**src/type1_charstring_interpreter_core_defines.svh**
```systemverilog
// assertion macros used by the charstring interpreter core
`ifndef TYPE1_CHARSTRING_INTERPRETER_CORE_DEFINES_SVH
`define TYPE1_CHARSTRING_INTERPRETER_CORE_DEFINES_SVH

// property checked at every rising edge outside reset
`define TCI_ASSERT(label, clk, rst, prop, msg) \
  label: assert property (@(posedge clk) disable iff (rst) prop) else $error(msg);

// property checked at every rising edge, reset included
`define TCI_ASSERT_ALWAYS(label, clk, prop, msg) \
  label: assert property (@(posedge clk) prop) else $error(msg);

`endif

```
**src/tci_ram.sv**
```systemverilog
// generic single-write, single-read ram with registered read data
module tci_ram #(
  parameter int WIDTH = 48,
  parameter int DEPTH = 64
) (
  input  logic                     clk,
  input  logic                     we,
  input  logic [$clog2(DEPTH)-1:0] waddr,
  input  logic [WIDTH-1:0]         wdata,
  input  logic [$clog2(DEPTH)-1:0] raddr,
  output logic [WIDTH-1:0]         rdata
);

  logic [WIDTH-1:0] mem [DEPTH];

  always_ff @(posedge clk) begin
    if (we) begin
      mem[waddr] <= wdata;
    end
    rdata <= mem[raddr];
  end

endmodule

```
**config.mk**
```make
export PLATFORM = sky130hd
export DESIGN_NAME = tci_ram
export DESIGN_NICKNAME = d
export VERILOG_FILES = /design/src/type1_charstring_interpreter_core_defines.svh /design/src/tci_ram.sv
export SDC_FILE = /design/constraint.sdc
export NUM_CORES = 2
export LEC_CHECK = 0
export ABC_AREA = 0
export ABC_CLOCK_PERIOD_IN_PS = 7000
export BUFFER_PORTS_ARGS = -buffer_cell sky130_fd_sc_hd__buf_2
export CAP_MARGIN = 20
export CORE_MARGIN = 1.5
export CORE_UTILIZATION = 40
export CTS_BUF_LIST = sky130_fd_sc_hd__clkbuf_8
export DETAILED_ROUTE_END_ITERATION = 6
export GPL_ROUTABILITY_DRIVEN = 0
export PLACE_DENSITY_LB_ADDON = 0.15
export SLEW_MARGIN = 5
export SYNTH_ARGS = -nofsm -noshare
export SYNTH_HDL_FRONTEND = slang
export SYNTH_SLANG_ARGS = --single-unit
```
**constraint.sdc**
```tcl
create_clock -name clk -period 7 [get_ports clk]
set_input_delay 0.7 -clock clk [delete_from_list [all_inputs] [get_ports clk]]
set_output_delay 0.7 -clock clk [all_outputs]
set_load 0.05 [all_outputs]
```
Yosys cells after proc, flatten, opt, wreduce, memory -nomap -nowiden. Memory sizes are Yosys's and may differ from the RTL's. A register that Yosys moved wholly into a read port is not among the register bits. Cells that the tools add are included.

Output and inout bits: 48. Logic and storage cells: 3. Memories: 1. Bits in writable memories: 3072. Register bits: 0.

Memory list: mem (depth 64, bits a word 48, rd ports 1, clocked after memory_dff 1, wr ports 1, line tci_ram.sv:14) `logic [WIDTH-1:0] mem [DEPTH];`.

Muxes and demuxes: 2.

Operator list (number): $mux W1 (2).

Longest topological paths before layout.
Word-level depth: 2. Depth in mapped cells: 9.

Least setup slack after synthesis. Ideal clock, no wire load.

Kind: input to register. Start: in waddr[3]. End: mem mem[48][0] (enable). Library setup time: 0.513 ns. Data required time: 6.487 ns. Setup slack: 2.015 ns. Arrival time: 4.472 ns. Path buffers: 1. Stages on the path: 4. Cell sequence: clkbuf_1 > nor2b_1 > nand4b_1 > nor3_1.

RTL lines: from (decl) (line tci_ram.sv:8) `input logic [$clog2(DEPTH)-1:0] waddr,`; to (decl) (line tci_ram.sv:14).

No word-level cell before the write port.

==> metrics.csv <==
metric,value,unit
status,"complete, no violations",
Fin. Hold Viols,0,
synthesized area per cell,23.6,um^2
power per cell area,283,nW/um^2
worst vdd ir,0.185,mV
share of async-settable or async-resettable flops after synthesis,0,%
"Slowest-stage cell, CP",buf_4,
hold_sp,wdata[8],
Post-Syn Area,117000,um^2
DIE AREA,296000,um^2
Period minus WS final,3.17,ns
proportion of synthesized area in mux cells,15.2,%
PortBufs,109,
largest family of logic cells by synthesized area,multiplexers,
RR Startpoint,mem[44][45],
fin crit share,45.2,%
Worst Tran Pin Value,1.18,ns
Compound-Gate Fraction of Synth Area,3.02,%
FF-to-FF path depth,5,
Worst Path Required,7.94,ns
Lkg Pwr,42.2,nW
"commonest non-fill, non-tap cell in the layout",edfxtp_1,
Die Span X,544,um
#FFs+latches synth,3120,
syn_nets,5032,
overall power,37.9,mW
share of cells above drive strength 1,30.6,%
Fin Setup TNS,0,ns
ys flop type,edfxtp_1,
Post-synth EDFFs,3072,
post-cts resize count,0,
YS warnings,0,
worst path cell trace,buf_8 > buf_4 > buf_4 > mux4_2 > a22o_1 > a221oi_1 > a221oi_1,
CTS tree,done,
R2R Path End,rdata[45],
Tot GR Track Use,23.4,%
number of max-cap violations,0,
CTS sink count,3120,
Rows,198,
Worst EP arrival,4.11,ns
Top-Level Pins,110,
Final Instance Count excl. Fillers,9891,
Starting DRT DRC Count,6484,
CTS HTree Levels,6,
CP startpoint kind,primary input,
core area,291000,um^2
Synth Area in Simple Gates,0.957,%
worst rel slew slack,21.3,%
hold endpoint,mem[2][8],
Final ANT Viol Nets,0,
DP Worst Slack,2.74,ns
Root Driver,clkbuf_8,
vias in the first global route,59400,
vias,57400,
final wirelength,346000,um
Max clock buf depth,4,
Max Fanout on Critical Path,60,
Crit. End Element,register,
reg2reg setup slack,4.70,ns
most frequent cells in the layout,"3072 x edfxtp_1, 754 x mux4_2, 543 x clkbuf_8",
antenna violations before repair,35,
RSZ-0062 raised after global routing,false,
DIE HEIGHT,544,um
Final nets,5632,
clock latency on the worst-skew pair,1.17,ns
Syn Inst Count,4970,
Initial Util,40.2,%
DR pass1 iterations,6,
Inst Count DP,8891,
drt drc,0,
adder-cell share of the synthesized area,0,%
Register Area,93200,um^2
"slowest stage delay, CP",0.75,ns
final core occ,46.0,%
Worst Hold Path Cells,1,
"CTS clk-pin slew, worst paths",0.06,ns
final setup vio count,0,
xor/xnor share of the synthesized area,0,%
Worst Setup Path Type,in -> reg,
min-delay worst type,in -> reg,
first-pass GRT wire length,480000,um
"Seq/Total Area, Yosys",79.6,%
largest net degree at the start of global routing,87,
Unique masters post-synth,36,
TritonCTS buffer count,532,
Multi-input gate area,23000,um^2
Achievable Freq,0.316,GHz
HPWL after detailed placement,191000,um
routed length per placed instance,35.0,um
final setup margin,3.83,ns
routed vias/inst,5.80,
Final Max Slew Viols,0,
fillers,24400,
synth-to-layout area growth,14.3,%
Worst Clk Skew,0.0419,ns
Overflow after GRT,0,
cell usage after synthesis, types with 48 or more instances:
library cell  number  area, um^2
nor2_1           132         495
a221oi_1          83         727
buf_4             62         465
clkbuf_1          98         368
nand2_1           55         206
edfxtp_1        3072       92200
dfxtp_1           48         961
o22ai_1          122         763
a21oi_1           74         370
a22o_1            57         499
buf_2             98         490
a22oi_1           72         541
mux2i_1           63         631
mux4_2           754       17000
routing by layer:
layer | track usage, % | wire [um]
met1 | 32.6 | 146000
met2 | 38.2 | 168000
met3 | 4.06 | 23600
met4 | 5.88 | 8230
met5 | 0 | 67
how the worst max path moves through the flow:
stage                   from         end  cells past startpoint
floorplan           waddr[3]  mem[48][0]                      4
global placement    raddr[1]   rdata[28]                      8
detailed placement  raddr[1]   rdata[28]                      8
CTS                 raddr[1]   rdata[28]                      8
global route        raddr[1]   rdata[10]                      7
finish              raddr[1]   rdata[10]                      7
area by class of cell:
cell class	count	share of cell area (%)
Sequential cell	3120	69.6
Multi-Input combinational cell	1568	17.1
Clock buffer	543	5.58
Tap cell	3900	3.64
Timing Repair Buffer	348	2.37
Clock inverter	404	1.65
Antenna cell	8	0.0149
logic make-up (layout without fill, tap and decap cells):
| kind of cell | Yosys count | after routing |
|---|---|---|
| flops | 3120 | 3120 |
| mux | 829 | 829 |
| compound gates | 486 | 486 |
| buf+inv | 282 | 1295 |
| simple gates | 253 | 253 |
| other cells | 0 | 8 |
flip-flops by register name (all words and copies together) (netlist names):
signal  flops
mem      3072
rdata      48
what timing repair did:
action | CTS | global route
hold endpoints to repair | 33 | 185
buffers inserted | 0 | 0
hold buffers | 3 | 16
through the flow:
| stage | hold WS (ns) | area [um^2] |
|---|---|---|
| floorplan | 0.710 | 117000 |
| global placement | 0.823 | 123000 |
| detailed placement | 0.819 | 123000 |
| CTS | 0.0396 | 133000 |
| global route | -0.00669 | 134000 |
| finish | 0.0673 | 134000 |
critical path, delay by kind of cell:
kind | cells | cell delay, ns
AO/OA/AOI/OAI | 3 | 0.85
buffers and inverters | 3 | 1.89
multiplexers | 1 | 0.43
report_power, final:
part	switching [mW]	internal [mW]	total (mW)
clock	7.63	7.50	15.1
combinational	1.34	0.688	2.03
sequential	0.0896	20.7	20.8
(Power assumes the default switching activity.)
