$ cat src/type1_charstring_interpreter_core_defines.svh
// assertion macros used by the charstring interpreter core
`ifndef TYPE1_CHARSTRING_INTERPRETER_CORE_DEFINES_SVH
`define TYPE1_CHARSTRING_INTERPRETER_CORE_DEFINES_SVH

// property checked at every rising edge outside reset
`define TCI_ASSERT(label, clk, rst, prop, msg) \
  label: assert property (@(posedge clk) disable iff (rst) prop) else $error(msg);

// property checked at every rising edge, reset included
`define TCI_ASSERT_ALWAYS(label, clk, prop, msg) \
  label: assert property (@(posedge clk) prop) else $error(msg);

`endif

$ cat src/tci_pkg.sv
// shared constants, types and helper functions of the charstring interpreter
package tci_pkg;

  localparam int STACK_DEPTH = 64;
  localparam int SP_W        = $clog2(STACK_DEPTH);
  localparam int CNT_W       = $clog2(STACK_DEPTH + 1);
  localparam int OPND_W      = 48;
  localparam int COORD_W     = 32;
  localparam int SCALE_W     = 24;
  localparam int SUBR_W      = 16;

  localparam logic [SCALE_W-1:0] SCALE_RESET = 24'h100000;

  // result command codes
  typedef logic [2:0] cmd_t;
  localparam cmd_t CMD_MOVE      = 3'd0;
  localparam cmd_t CMD_LINE      = 3'd1;
  localparam cmd_t CMD_CURVE     = 3'd2;
  localparam cmd_t CMD_CLOSE     = 3'd3;
  localparam cmd_t CMD_SUBR      = 3'd4;
  localparam cmd_t CMD_SBW       = 3'd5;
  localparam cmd_t CMD_STACK_ERR = 3'd6;
  localparam cmd_t CMD_DIV_ZERO  = 3'd7;

  // charstring opcodes
  localparam logic [7:0] OPC_VMOVETO    = 8'd4;
  localparam logic [7:0] OPC_RLINETO    = 8'd5;
  localparam logic [7:0] OPC_HLINETO    = 8'd6;
  localparam logic [7:0] OPC_VLINETO    = 8'd7;
  localparam logic [7:0] OPC_RRCURVETO  = 8'd8;
  localparam logic [7:0] OPC_CLOSEPATH  = 8'd9;
  localparam logic [7:0] OPC_CALLSUBR   = 8'd10;
  localparam logic [7:0] OPC_ESCAPE     = 8'd12;
  localparam logic [7:0] OPC_HSBW       = 8'd13;
  localparam logic [7:0] OPC_RMOVETO    = 8'd21;
  localparam logic [7:0] OPC_HMOVETO    = 8'd22;
  localparam logic [7:0] OPC_VHCURVETO  = 8'd30;
  localparam logic [7:0] OPC_HVCURVETO  = 8'd31;
  localparam logic [7:0] ESC_SBW        = 8'd7;
  localparam logic [7:0] ESC_DIV        = 8'd12;

  // number encoding
  localparam logic [7:0]  NUM_MIN       = 8'd32;
  localparam logic [7:0]  NUM_SHORT_MAX = 8'd246;
  localparam logic [7:0]  NUM_POS_BASE  = 8'd247;
  localparam logic [7:0]  NUM_NEG_BASE  = 8'd251;
  localparam logic [7:0]  NUM_LONG      = 8'd255;
  localparam logic [31:0] NUM_BIAS      = 32'd139;
  localparam logic [31:0] NUM_OFFSET    = 32'd108;
  localparam logic [2:0]  LONG_BYTES    = 3'd4;

  typedef enum logic [3:0] {
    K_NONE, K_MOVE, K_LINE, K_CURVE, K_CLOSE, K_SUBR, K_HSBW, K_SBW, K_DIV
  } op_kind_t;

  // need: operands popped, scl: operands get scaled,
  // dmap: delta slot for each operand, bottom operand first
  typedef struct packed {
    op_kind_t        kind;
    logic [2:0]      need;
    logic            scl;
    logic [5:0][2:0] dmap;
  } op_info_t;

  function automatic op_info_t op_decode(input logic [7:0] b, input logic esc);
    op_info_t info;
    info = '0;
    info.kind = K_NONE;
    if (esc) begin
      unique case (b)
        ESC_SBW: begin
          info.kind = K_SBW; info.need = 3'd4; info.scl = 1'b1;
          info.dmap[0] = 3'd0; info.dmap[1] = 3'd1;
          info.dmap[2] = 3'd2; info.dmap[3] = 3'd3;
        end
        ESC_DIV: begin
          info.kind = K_DIV; info.need = 3'd2;
        end
        default: ;
      endcase
    end else begin
      unique case (b)
        OPC_VMOVETO, OPC_VLINETO: begin
          info.kind = (b == OPC_VMOVETO) ? K_MOVE : K_LINE;
          info.need = 3'd1; info.scl = 1'b1; info.dmap[0] = 3'd1;
        end
        OPC_HMOVETO, OPC_HLINETO: begin
          info.kind = (b == OPC_HMOVETO) ? K_MOVE : K_LINE;
          info.need = 3'd1; info.scl = 1'b1; info.dmap[0] = 3'd0;
        end
        OPC_RMOVETO, OPC_RLINETO: begin
          info.kind = (b == OPC_RMOVETO) ? K_MOVE : K_LINE;
          info.need = 3'd2; info.scl = 1'b1;
          info.dmap[0] = 3'd0; info.dmap[1] = 3'd1;
        end
        OPC_RRCURVETO: begin
          info.kind = K_CURVE; info.need = 3'd6; info.scl = 1'b1;
          info.dmap[0] = 3'd0; info.dmap[1] = 3'd1; info.dmap[2] = 3'd2;
          info.dmap[3] = 3'd3; info.dmap[4] = 3'd4; info.dmap[5] = 3'd5;
        end
        OPC_VHCURVETO: begin
          info.kind = K_CURVE; info.need = 3'd4; info.scl = 1'b1;
          info.dmap[0] = 3'd1; info.dmap[1] = 3'd2;
          info.dmap[2] = 3'd3; info.dmap[3] = 3'd4;
        end
        OPC_HVCURVETO: begin
          info.kind = K_CURVE; info.need = 3'd4; info.scl = 1'b1;
          info.dmap[0] = 3'd0; info.dmap[1] = 3'd2;
          info.dmap[2] = 3'd3; info.dmap[3] = 3'd5;
        end
        OPC_CLOSEPATH: info.kind = K_CLOSE;
        OPC_CALLSUBR: begin
          info.kind = K_SUBR; info.need = 3'd1;
        end
        OPC_HSBW: begin
          info.kind = K_HSBW; info.need = 3'd2; info.scl = 1'b1;
          info.dmap[0] = 3'd0; info.dmap[1] = 3'd2;
        end
        default: ;
      endcase
    end
    return info;
  endfunction

  function automatic logic signed [COORD_W-1:0] add_sat32(
    input logic signed [COORD_W-1:0] a,
    input logic signed [COORD_W-1:0] b
  );
    logic signed [COORD_W:0] s;
    s = {a[COORD_W-1], a} + {b[COORD_W-1], b};
    if (s[COORD_W] != s[COORD_W-1]) begin
      return s[COORD_W] ? {1'b1, {(COORD_W-1){1'b0}}} : {1'b0, {(COORD_W-1){1'b1}}};
    end
    return s[COORD_W-1:0];
  endfunction

endpackage

$ cat src/tci_scaler.sv
// multi-cycle operand scaler: |op| * scale / 2^20, signed saturation to 32 bits
module tci_scaler (
  input  logic                                 clk,
  input  logic                                 rst,
  input  logic                                 start,
  input  logic signed [tci_pkg::OPND_W-1:0]    operand,
  input  logic [tci_pkg::SCALE_W-1:0]          scale,
  output logic                                 done,
  output logic signed [tci_pkg::COORD_W-1:0]   result
);
  import tci_pkg::*;

  localparam int FRAC   = 20;
  localparam int HI_W   = OPND_W - FRAC + SCALE_W;
  localparam int LO_W   = FRAC + SCALE_W;
  localparam int SUM_W  = HI_W + 1;

  logic              busy;
  logic [1:0]        phase;
  logic              neg;
  logic [OPND_W-1:0] mag;
  logic [HI_W-1:0]   hi_p;
  logic [LO_W-1:0]   lo_full;
  logic [SCALE_W-1:0] lo_p;
  logic [SUM_W-1:0]  sum;

  assign lo_full = LO_W'(mag[FRAC-1:0]) * LO_W'(scale);
  assign sum     = SUM_W'(hi_p) + SUM_W'(lo_p);

  always_ff @(posedge clk) begin
    if (rst) begin
      busy  <= 1'b0;
      done  <= 1'b0;
      phase <= 2'd0;
    end else begin
      done <= 1'b0;
      if (start) begin
        busy  <= 1'b1;
        phase <= 2'd0;
        neg   <= operand[OPND_W-1];
        mag   <= operand[OPND_W-1] ? OPND_W'(-operand) : OPND_W'(operand);
      end else if (busy) begin
        case (phase)
          2'd0: begin
            hi_p  <= HI_W'(mag[OPND_W-1:FRAC]) * HI_W'(scale);
            phase <= 2'd1;
          end
          2'd1: begin
            lo_p  <= lo_full[LO_W-1:FRAC];
            phase <= 2'd2;
          end
          default: begin
            if (neg) begin
              result <= (sum > SUM_W'(33'h080000000)) ? 32'sh80000000
                                                      : -$signed(sum[COORD_W-1:0]);
            end else begin
              result <= (sum > SUM_W'(32'h7FFFFFFF)) ? 32'sh7FFFFFFF
                                                     : $signed(sum[COORD_W-1:0]);
            end
            done  <= 1'b1;
            busy  <= 1'b0;
            phase <= 2'd0;
          end
        endcase
      end
    end
  end

endmodule

$ cat config.mk
export PLATFORM = sky130hd
export DESIGN_NAME = tci_scaler
export DESIGN_NICKNAME = d
export VERILOG_FILES = /design/src/type1_charstring_interpreter_core_defines.svh /design/src/tci_pkg.sv /design/src/tci_scaler.sv
export SDC_FILE = /design/constraint.sdc
export NUM_CORES = 2
export LEC_CHECK = 0
export BUFFER_PORTS_ARGS = -buffer_cell sky130_fd_sc_hd__buf_2
export CAP_MARGIN = 30
export CORE_UTILIZATION = 60
export CTS_CLUSTER_SIZE = 10
export DETAILED_ROUTE_END_ITERATION = 16
export GPL_TIMING_DRIVEN = 0
export PLACE_DENSITY = 0.9
export SYNTH_ARGS = -nofsm -noshare
export SYNTH_HDL_FRONTEND = slang
export SYNTH_SLANG_ARGS = --single-unit
$ cat constraint.sdc
create_clock -name clk -period 7.3 [get_ports clk]
set_input_delay 0.73 -clock clk [delete_from_list [all_inputs] [get_ports clk]]
set_output_delay 0.73 -clock clk [all_outputs]
set_load 0.1 [all_outputs]
After elaboration in Yosys (flattened, before gate mapping)
Index checks and enable logic that the tools add are counted.
W data, S select, Z words.
Operators by class
  div/mod/pow operators: 0
  equal/unequal tests: 1
  $add $sub $neg: 3
  multiplexer cells: 9
  magnitude comparators: 2
  shift-type cells: 0
  bitwise operators: 4
  multipliers: 2
  reduce and logical (&&, ||, !) cells: 8
Operator list (number)
  $mux W32: 3
  $add A52 B24 Y53: 1
  $gt A53 B31 Y1 const B: 1
  $gt A53 B32 Y1 const B: 1
  $mul A28 B24 Y52: 1
  $neg A48 Y48: 1
  $mux W47: 1
  $mul A20 B24 Y44: 1
  $neg A32 Y32: 1
  $reduce_and A4 Y1: 3
  $mux W1: 4
  $not A1 Y1: 4
  $pmux W2 S2: 1
  $reduce_or A2 Y1: 2
  $reduce_or A3 Y1: 1
  $eq A2 B1 Y1 const B: 1
  $logic_not A2 Y1: 1
  $reduce_and A2 Y1: 1
Word-level totals
  RAM bits: 0
  bits in read-only memories: 0
  bits of input ports: 75
  bits in latches: 0
  flip-flop bits (word level): 161
  output and inout bits: 33
  memories: 0
  logic and storage cells: 38

Longest topological paths before layout
  depth in word-level cells: 5
  gate-level depth with buffers: 28
  gate-level depth less buffers: 26

Worst setup path after synthesis
No wires, ideal clock.
  path type: input port to flip-flop
  start point: input scale[5] in the netlist's numbering
  end point: register hi_p[46] (data pin)
  buffers on the path: 2
  required time: 7.045 ns
  cell stages on the path: 26
  library setup time: 0.255 ns
  path slack: -0.749 ns
  arrival time: 7.794 ns
  path through: clkbuf_1 -> clkbuf_1 -> nand2_1 -> fa_1 -> inv_1 -> fa_1 -> inv_1 -> fa_1 -> fa_1 -> inv_1 -> fa_1 -> fa_1 -> inv_1 -> fa_1 -> inv_1 -> ha_1 -> a211oi_1 -> nand2_1 -> or4b_1 -> a21oi_1 -> a21oi_1 -> o32a_1 -> a211o_1 -> a311oi_2 -> mux2i_1 -> and3_1
Between the ends
  word-level cells in the longest chain between the ends: 1
Ends and longest elaborated chain
  from (decl): RTL line tci_scaler.sv:7  | input logic [tci_pkg::SCALE_W-1:0] scale,
  $mul A28 B24 Y52: RTL line tci_scaler.sv:45  | hi_p <= HI_W'(mag[OPND_W-1:FRAC]) * HI_W'(scale);
  to (signal assigned): RTL line tci_scaler.sv:45
  to (decl): RTL line tci_scaler.sv:22  | logic [HI_W-1:0] hi_p;
No other way between the ends.
A chain may end at the register's enable or synchronous reset.

Final worst setup path
  start point: register mag[22]
  end point: register hi_p[50] (data pin)
Between the ends
  word-level cells in the longest chain between the ends: 1
Ends and longest elaborated chain
  from (decl): RTL line tci_scaler.sv:21  | logic [OPND_W-1:0] mag;
  from (signal assigned): RTL line tci_scaler.sv:41  | mag <= operand[OPND_W-1] ? OPND_W'(-operand) : OPND_W'(operand);
  $mul A28 B24 Y52: RTL line tci_scaler.sv:45
No other way between the ends.

==> run metrics <==
Critical Path Start mag[22]; top post-synthesis cells by area fa_1, edfxtp_1, ha_1; kind of critical path flip-flop to flip-flop; register bit count reported by yosys around 160; vias in the first global route about 40000; ANT nets after route 0; Avg Inst Size Synth just over 9 µm²; Crit Path Max Fanout 4; Area Growth Syn to Fin 11.88%; CP most frequent cell fa_1; grt peak-use layer met2; R2R Path End hi_p[50]; root buf cell clkbuf_16; DRT Pass-1 Iters 8; maximum clock frequency approximately 130 MHz; initial antenna violation count 15; worst hold slack approximately 440 ps; final net count between 6000 and 7000; Synth Instances 5152; Synth cell types between 100 and 150; Mapped Area ~47000 µm²; Setup Skew between 20 and 30 ps; Final Util a little under 70%; post-synthesis xor/xnor area fraction 2.731%; worst path cell trace clkbuf_8, buf_4, and2_1, fa_2, fa_1, fa_1, fa_1, fa_1, fa_1, inv_2, fa_2, inv_1, ha_2, a211oi_2, nand2_1, or4b_4, a21oi_4, a21oi_4, o32a_1, a211o_4, a211oi_4, o31ai_1, xor2_1; GR Util met1 around 52%; cell taking the most area after synthesis fa_1; Levels on crit path 23; Startpoint Class flip-flop; syn_nets ~6500; Worst R2R Setup Slack -390 ps; total wire length 166900 µm; failing checks setup timing; slew margin rel. 28.64%; share of layout cells above drive strength 1 about an eighth; Final Hold Vio Count 0; adder-cell area share of the yosys netlist 50.37%; global route overflow 0; CTS max path bufs 2; Final setup viols 23; post-synthesis mux area share less than 1%; Ports around 110; worst-margin pin slew 1063 ps; clk sinks about 160; RSZ-0062 raised after global routing yes; Min Clock Period, post-route between 7000 and 8000 ps; met2 Use GR 63.80%; die height 282.2 µm; Worst R2R Path Depth 23; Post-synth EDFFs 157; I/O Buffers 85; Hold Crit Class primary input to flip-flop; Worst-path clk slew roughly 90 ps; global-route wire length before repair approximately 250000 µm; drt wl/cell around 26 µm; Synth Warn # 0; Filler cells around 6000; crit path to hi_p[50]; RD Place Congestion ~1.0; Synth Area in Compound Gates between 6 and 7%; Placed Area ~50000 µm²; RR Startpoint mag[22]; total CTS buffers 17; status finished with violations; Post-synth top flop edfxtp_1; CP Buf/Inv Count 4; CP top delay family adder cells; initial core utilization slightly above 60%; Tcrit/Tclk final 105.4%; Post-synth top cells inv_1, fa_1, nand2_1; share of the synthesized area in the top cell type about two fifths; Synth Area in Simple Gates ~18%; ys async rst share 0%; slowest library cell on the worst path fa_1; Final Max Slew Viols 0; Placeable Area 77590 µm²; largest net degree at the start of global routing 37; met3 usage roughly 16%; WP data required around 7600 ps; dpl hpwl roughly 130000 µm; Clock Latency Late Sink between 500 and 600 ps; via count slightly below 40000; Die Wd approximately 280 µm; Max-Cap Viols 0; sequential-to-total area share from yosys stat between 10 and 15%; DR vias/cell 6.072; row count a little over 100; fin worst setup slack -392.1 ps; full die area approximately 80000 µm²; crit-path max cell delay about 580 ps; initial DRC count between 3000 and 4000; Global Route Usage Sum ~43%; DRC viols 0; crit end category flip-flop; H-tree depth 4; cell area after layout ~53000 µm²; Worst EP arrival approximately 8000 ps; count leader, synth inv_1; main combinational cell family by area after synthesis adder cells; CTS tree built
-- how the worst min path moves through the flow --
stage	from	endpoint	slack [ps]	cells after the start
2_1_floorplan	phase[1]	done	480	1
3_3_place_gp	phase[1]	done	490	1
3_5_place_dp	phase[1]	done	500	1
4_1_cts	operand[0]	mag[0]	410	1
5_1_grt	operand[0]	mag[0]	430	1
6_report	operand[0]	mag[0]	440	1
-- layer usage --
layer / vias up / part of all wire [%]
met4: 12 / 8.3
met5: - / 0.046
met2: 2705 / 43
met1: 19550 / 35
li1: 16320 / -
met3: 721 / 14
-- cells in the final DEF, fill, tap and decap left out, types with 101 or more instances in the layout --
master,count
and2_1,549
buf_2,112
buf_4,141
edfxtp_1,157
fa_1,946
ha_1,338
inv_1,1097
nand2_1,689
nor2_1,101
xnor2_1,102
-- per-stage QoR --
| stage | worst slack [ps] | std cells | TNS (ps) |
|---|---|---|---|
| after CTS | -301.3 | 6439 | -2044 |
| after global routing | -516.9 | 6469 | -7074 |
| after floorplan | -38.90 | 5152 | -64.70 |
| after detailed placement | -1802 | 6306 | -61740 |
| after global placement | -1882 | 6277 | -65880 |
| final | -392.1 | 6473 | -3832 |
-- sequential cells by signal, summed over array words and instances (netlist names) --
signal  flops
neg         1
result     32
busy        1
lo_p       24
done        1
hi_p       52
phase       2
mag        48
-- kinds of logic after synthesis --
family | after synthesis
DFF | 161
buffers and inverters | 1383
xor gates and xnor gates | 146
muxes | 7
and+or+nand+nor | 1687
adders and majority gates | 1319
AOI/OAI and AO/OA | 449
-- what timing repair did --
item	4_1_cts	5_1_grt
endpoints found under the setup margin	47	40
resized for setup	301	143
pin swaps	62	75
hold buffers	0	0
setup buffers	106	32
-- cell type report --
| type | count | area, µm² | share of cell area, % |
|---|---|---|---|
| inverters | 1116 | 4189 | 7.949 |
| clock inverters | 15 | 156.4 | 0.2968 |
| diodes | 4 | 10.01 | 0.01899 |
| clock buffers | 17 | 425.4 | 0.8073 |
| multi-input cells | 3608 | 37810 | 71.74 |
| plain buffers | 263 | 2036 | 3.863 |
| flip-flops and latches | 161 | 4795 | 9.098 |
| repair buffers | 249 | 1981 | 3.758 |
| well taps | 1040 | 1301 | 2.469 |
Power is not shown: default switching activity piles up to over one toggle a cycle in this logic, so the estimate is an artifact.
